===== config.mk =====
export PLATFORM = sky130hd
export DESIGN_NAME = mpdc_front
export DESIGN_NICKNAME = d
export VERILOG_FILES = /design/src/rtl/mpdc_pkg.sv /design/src/rtl/mpdc_front.sv
export SDC_FILE = /design/constraint.sdc
export NUM_CORES = 1
export LEC_CHECK = 0
export BUFFER_PORTS_ARGS = -buffer_cell sky130_fd_sc_hd__buf_2
export CAP_MARGIN = 5
export CORE_MARGIN = 5
export CORE_UTILIZATION = 59
export CTS_BUF_LIST = sky130_fd_sc_hd__clkbuf_2 sky130_fd_sc_hd__clkbuf_4 sky130_fd_sc_hd__clkbuf_8
export CTS_CLUSTER_DIAMETER = 150
export DETAILED_ROUTE_END_ITERATION = 10
export PLACE_DENSITY = 0.8
export SYNTH_ARGS = -nofsm -noshare
export SYNTH_HDL_FRONTEND = slang
export SYNTH_SLANG_ARGS = --single-unit

===== constraint.sdc =====
create_clock -name aclk -period 3.1 [get_ports aclk]
set_clock_uncertainty 0.15 [all_clocks]
set_input_delay 0.62 -clock aclk [delete_from_list [all_inputs] [get_ports aclk]]
set_output_delay 0.62 -clock aclk [all_outputs]
set_load 0.01 [all_outputs]

===== src/rtl/mpdc_pkg.sv =====
// Package for the mesh compaction block: sizes, codes, queue entry type.
// Depends on nothing.
package mpdc_pkg;
    localparam int MaxPoints = 4096;
    localparam int PtW = 12;
    localparam int MaxPrimVerts = 32;
    localparam int BufW = 5;
    localparam int CntW = 6;
    localparam int QDepth = 4;
    localparam int QW = 2;

    typedef enum logic [1:0] {
        ACT_POINT = 2'd0, ACT_VERTEX = 2'd1, ACT_END = 2'd2, ACT_RESTART = 2'd3
    } act_t;

    typedef enum logic [2:0] {
        KIND_POINT = 3'd0, KIND_VERTEX = 3'd1, KIND_PRIM = 3'd2,
        KIND_DROP = 3'd3, KIND_OVF = 3'd4
    } kind_t;

    typedef enum logic [1:0] {
        CMD_POINT = 2'd0, CMD_VERTEX = 2'd1, CMD_END = 2'd2, CMD_RESTART = 2'd3
    } cmd_code_t;

    typedef struct packed {
        cmd_code_t        code;
        logic             keep;
        logic [PtW-1:0]   vp;
        logic             closed;
    } cmd_t;

    typedef enum logic [1:0] {
        ST_IDLE = 2'd0, ST_READ = 2'd1, ST_REPLAY = 2'd2, ST_RECORD = 2'd3
    } st_t;
endpackage


===== src/rtl/mpdc_front.sv =====
// Front part: accepts input words, classifies them and queues commands.
// Depends on mpdc_pkg.
module mpdc_front (
    input  logic           aclk,
    input  logic           aresetn,
    input  logic [1:0]     s_action,
    input  logic           s_keep,
    input  logic [11:0]    s_vertex_point,
    input  logic           s_closed,
    input  logic           s_valid,
    output logic           s_ready,
    output mpdc_pkg::cmd_t q_data,
    output logic           q_valid,
    input  logic           q_ready
);
    import mpdc_pkg::*;

    cmd_t           mem [QDepth];
    logic [QW:0]    cnt_reg, cnt_next;
    logic [QW-1:0]  wp_reg, rp_reg;
    logic           push, pop;
    cmd_t           in_cmd;

    always_comb begin
        in_cmd.code = cmd_code_t'(s_action);
        in_cmd.keep = s_keep;
        in_cmd.vp = s_vertex_point;
        in_cmd.closed = s_closed;
    end

    assign s_ready = (cnt_reg != (QW+1)'(QDepth));
    assign push = s_valid && s_ready;
    assign q_valid = (cnt_reg != '0);
    assign pop = q_valid && q_ready;
    assign q_data = mem[rp_reg];
    assign cnt_next = cnt_reg + (QW+1)'(push) - (QW+1)'(pop);

    always_ff @(posedge aclk) begin
        if (!aresetn) begin
            cnt_reg <= '0;
            wp_reg <= '0;
            rp_reg <= '0;
        end else begin
            cnt_reg <= cnt_next;
            if (push) wp_reg <= wp_reg + 1'b1;
            if (pop) rp_reg <= rp_reg + 1'b1;
        end
    end

    always_ff @(posedge aclk) begin
        if (push) mem[wp_reg] <= in_cmd;
    end
endmodule


==> flow_summary.ini <==
[status]
status = completed

[critical_path]
critPathRequiredTime_ns = 3.18
cp_max_fo = 7
critPathLaunchType = flip-flop
critPathKind = flip-flop to flip-flop
crit_arrival_ns = 2.70
cp-end-kind = flip-flop

[drt]
via_per_inst = 5.671
antenna_left = 0
firstDrtPassIters = 4
vias = 1361
route.met3.wl_um = 202
met2_length_um = 2546
drt_iter0_drc = 63
post-route-drc-count = 0
wl_um = 4690
wl_per_cell_um = 19.54
top_layer_used = met4
m1WireLength_um = 1872

[cts]
cts.sink_count = 73
cts.reportedPaths.clkPinSlew_ns = 0.07
ctsResizeCount = 0
clockBufferDepth = 2
tritoncts = built
insertion_delay_ns = 0.33
cts_made_buffers = 9
hold_buffers = 0
postCtsSetupRepairBufs = 0
cts_root_buf = clkbuf_8
htreeDepth = 3

[floorplan]
die_y_um = 79.22
die_w_um = 79.22
start_util = 0.6024
row_count = 25
ios = 38
dieArea_um2 = 6275
core-area_um2 = 4692

[timing]
final_hold_viol_count = 0
worst_pin_slew_ns = 0.7886
worst_slack_ns = 0.4756
setup_violations = 0
timing.fmax_mhz = 381.0
period_share = 0.8466
drv_slew = 0
relSlewSlack = 0.4735
rsz0062_at_grt = false
fin_crit_ns = 2.624
final.setup.tns_ns = 0

[yosys]
async_flop_share = 0
synth_cells = 132
synth_seq_cells = 73
syn_avg_cell_area_um2 = 21.41
synth_ff_type = edfxtp_1
syn_nets = 159
synth-edff-count = 64
synth_cell_types = 21
ys_seq_area_frac = 0.7437
syn-cell-area_um2 = 2826
ys_warn_count = 0

[layout]
area_growth_pct = 16.33
finalNonFillerCells = 240
diodes = 0
nNetsFinal = 208
largest_reg_flops = 64
drive_gt1_frac = 0.3710

[global_routing]
grt_max_degree = 17
gr-total-overflow = 0
track_usage = 0.1730
antenna_found_initial = 0
grt_pass1_vias = 1487
grt_pass1_wl_um = 7652

[pwr]
p_leak_nw = 1.179
powerDensity_nw_per_um2 = 817.4
ir_worst_vdd_mv = 0.5620

[place]
place_ws_ns = 0.3754
dp_hpwl_um = 3258
dp.cells = 224
io_buffers = 37
gp_congestion = 0.7472

[worst_hold_path]
hold_class = primary input to flip-flop

[run]
maxCapViolCount = 0
## area by class of cell
cell class / count / area, um2
clock inverter: 7 / 85.08
clock buffer: 9 / 123.9
timing repair buffer: 43 / 230.2
tap: 54 / 67.56
inverter: 5 / 18.77
fill: 295 / 1404
multi-input combinational: 49 / 660.6
sequential: 73 / 2102
## metrics by stage
| stage | utilization | area, um2 | power (mW) | hold WS (ns) |
|---|---|---|---|---|
| after detailed placement | 0.6563 | 3079 | 1.951 | 0.3528 |
| after global placement | 0.6563 | 3079 | 1.904 | 0.3295 |
| after global routing | 0.7008 | 3288 | 2.824 | 0.3314 |
| final | 0.7008 | 3288 | 2.688 | 0.3472 |
| after CTS | 0.7008 | 3288 | 2.719 | 0.3338 |
| after floorplan | - | 2826 | 1.733 | 0.3177 |
## cells in the mapped netlist (all sizes together), types with 2 or more instances
library cell / instances / area, um2
edfxtp: 64 / 1922
mux4: 16 / 382.9
dfxtp: 9 / 180.2
and2: 7 / 43.79
ha: 6 / 75.07
inv: 5 / 18.77
nand2: 5 / 18.77
buf: 4 / 41.29
xnor2: 4 / 35.03
nor2b: 3 / 18.77
mux2i: 2 / 20.02
## final timing paths
| path | startpoint | to | slack (ns) | cells after the start |
|---|---|---|---|---|
| setup / recovery | cnt_reg[1] | cnt_reg[2] | 0.48 | 11 |
| hold / removal | s_vertex_point[3] | mem[1][4] | 0.35 | 1 |
| setup reg to reg | cnt_reg[1] | cnt_reg[2] | 0.48 | 11 |
| hold reg to reg | wp_reg[0] | wp_reg[0] | 0.36 | 2 |
## power by group
part / internal, mW / switching, mW
clock network: 0.444 / 0.327
logic: 0.328 / 0.313
registers: 1.20 / 0.0755
## worst max-delay path, stage by stage (launching register included)
cell      delay [ns]
dfxtp_1         0.48
nor2_1          0.13
a21boi_2        0.32
inv_1           0.08
ha_1            0.30
inv_1           0.06
ha_1            0.13
inv_1           0.05
fa_1            0.37
xnor2_1         0.15
xnor2_1         0.14
and2_1          0.17
## kinds of logic (layout without fill, tap and decap cells)
family	Yosys count	after routing	share of synthesized area
and+or+nand+nor	17	17	0.03232
xor gates and xnor gates	4	4	0.01239
adders and majority gates	7	7	0.03364
AOI/OAI and AO/OA	3	3	0.01284
muxes	18	18	0.1425
DFF	73	73	0.7437
buffers and inverters	10	64	0.02258
## routing by layer
layer | GRT usage | up-vias
met5 | 0 | -
met4 | 0.06186 | 0
met3 | 0.06122 | 8
met2 | 0.3072 | 26
met1 | 0.1914 | 702
li1 | - | 625
## cells in the final DEF, fill, tap and decap left out, types with 2 or more instances in the layout
cell type  instances
clkbuf_8           9
inv_1              5
mux4_2            10
xnor2_1            4
mux4_1             6
dfxtp_1            9
and2_1             7
mux2i_1            2
clkinv_1           2
bufinv_16          2
clkinv_2           2
buf_4              6
buf_2             37
nor2b_1            3
ha_1               6
edfxtp_1          64
nand2_1            5
(Power assumes the default switching activity.)
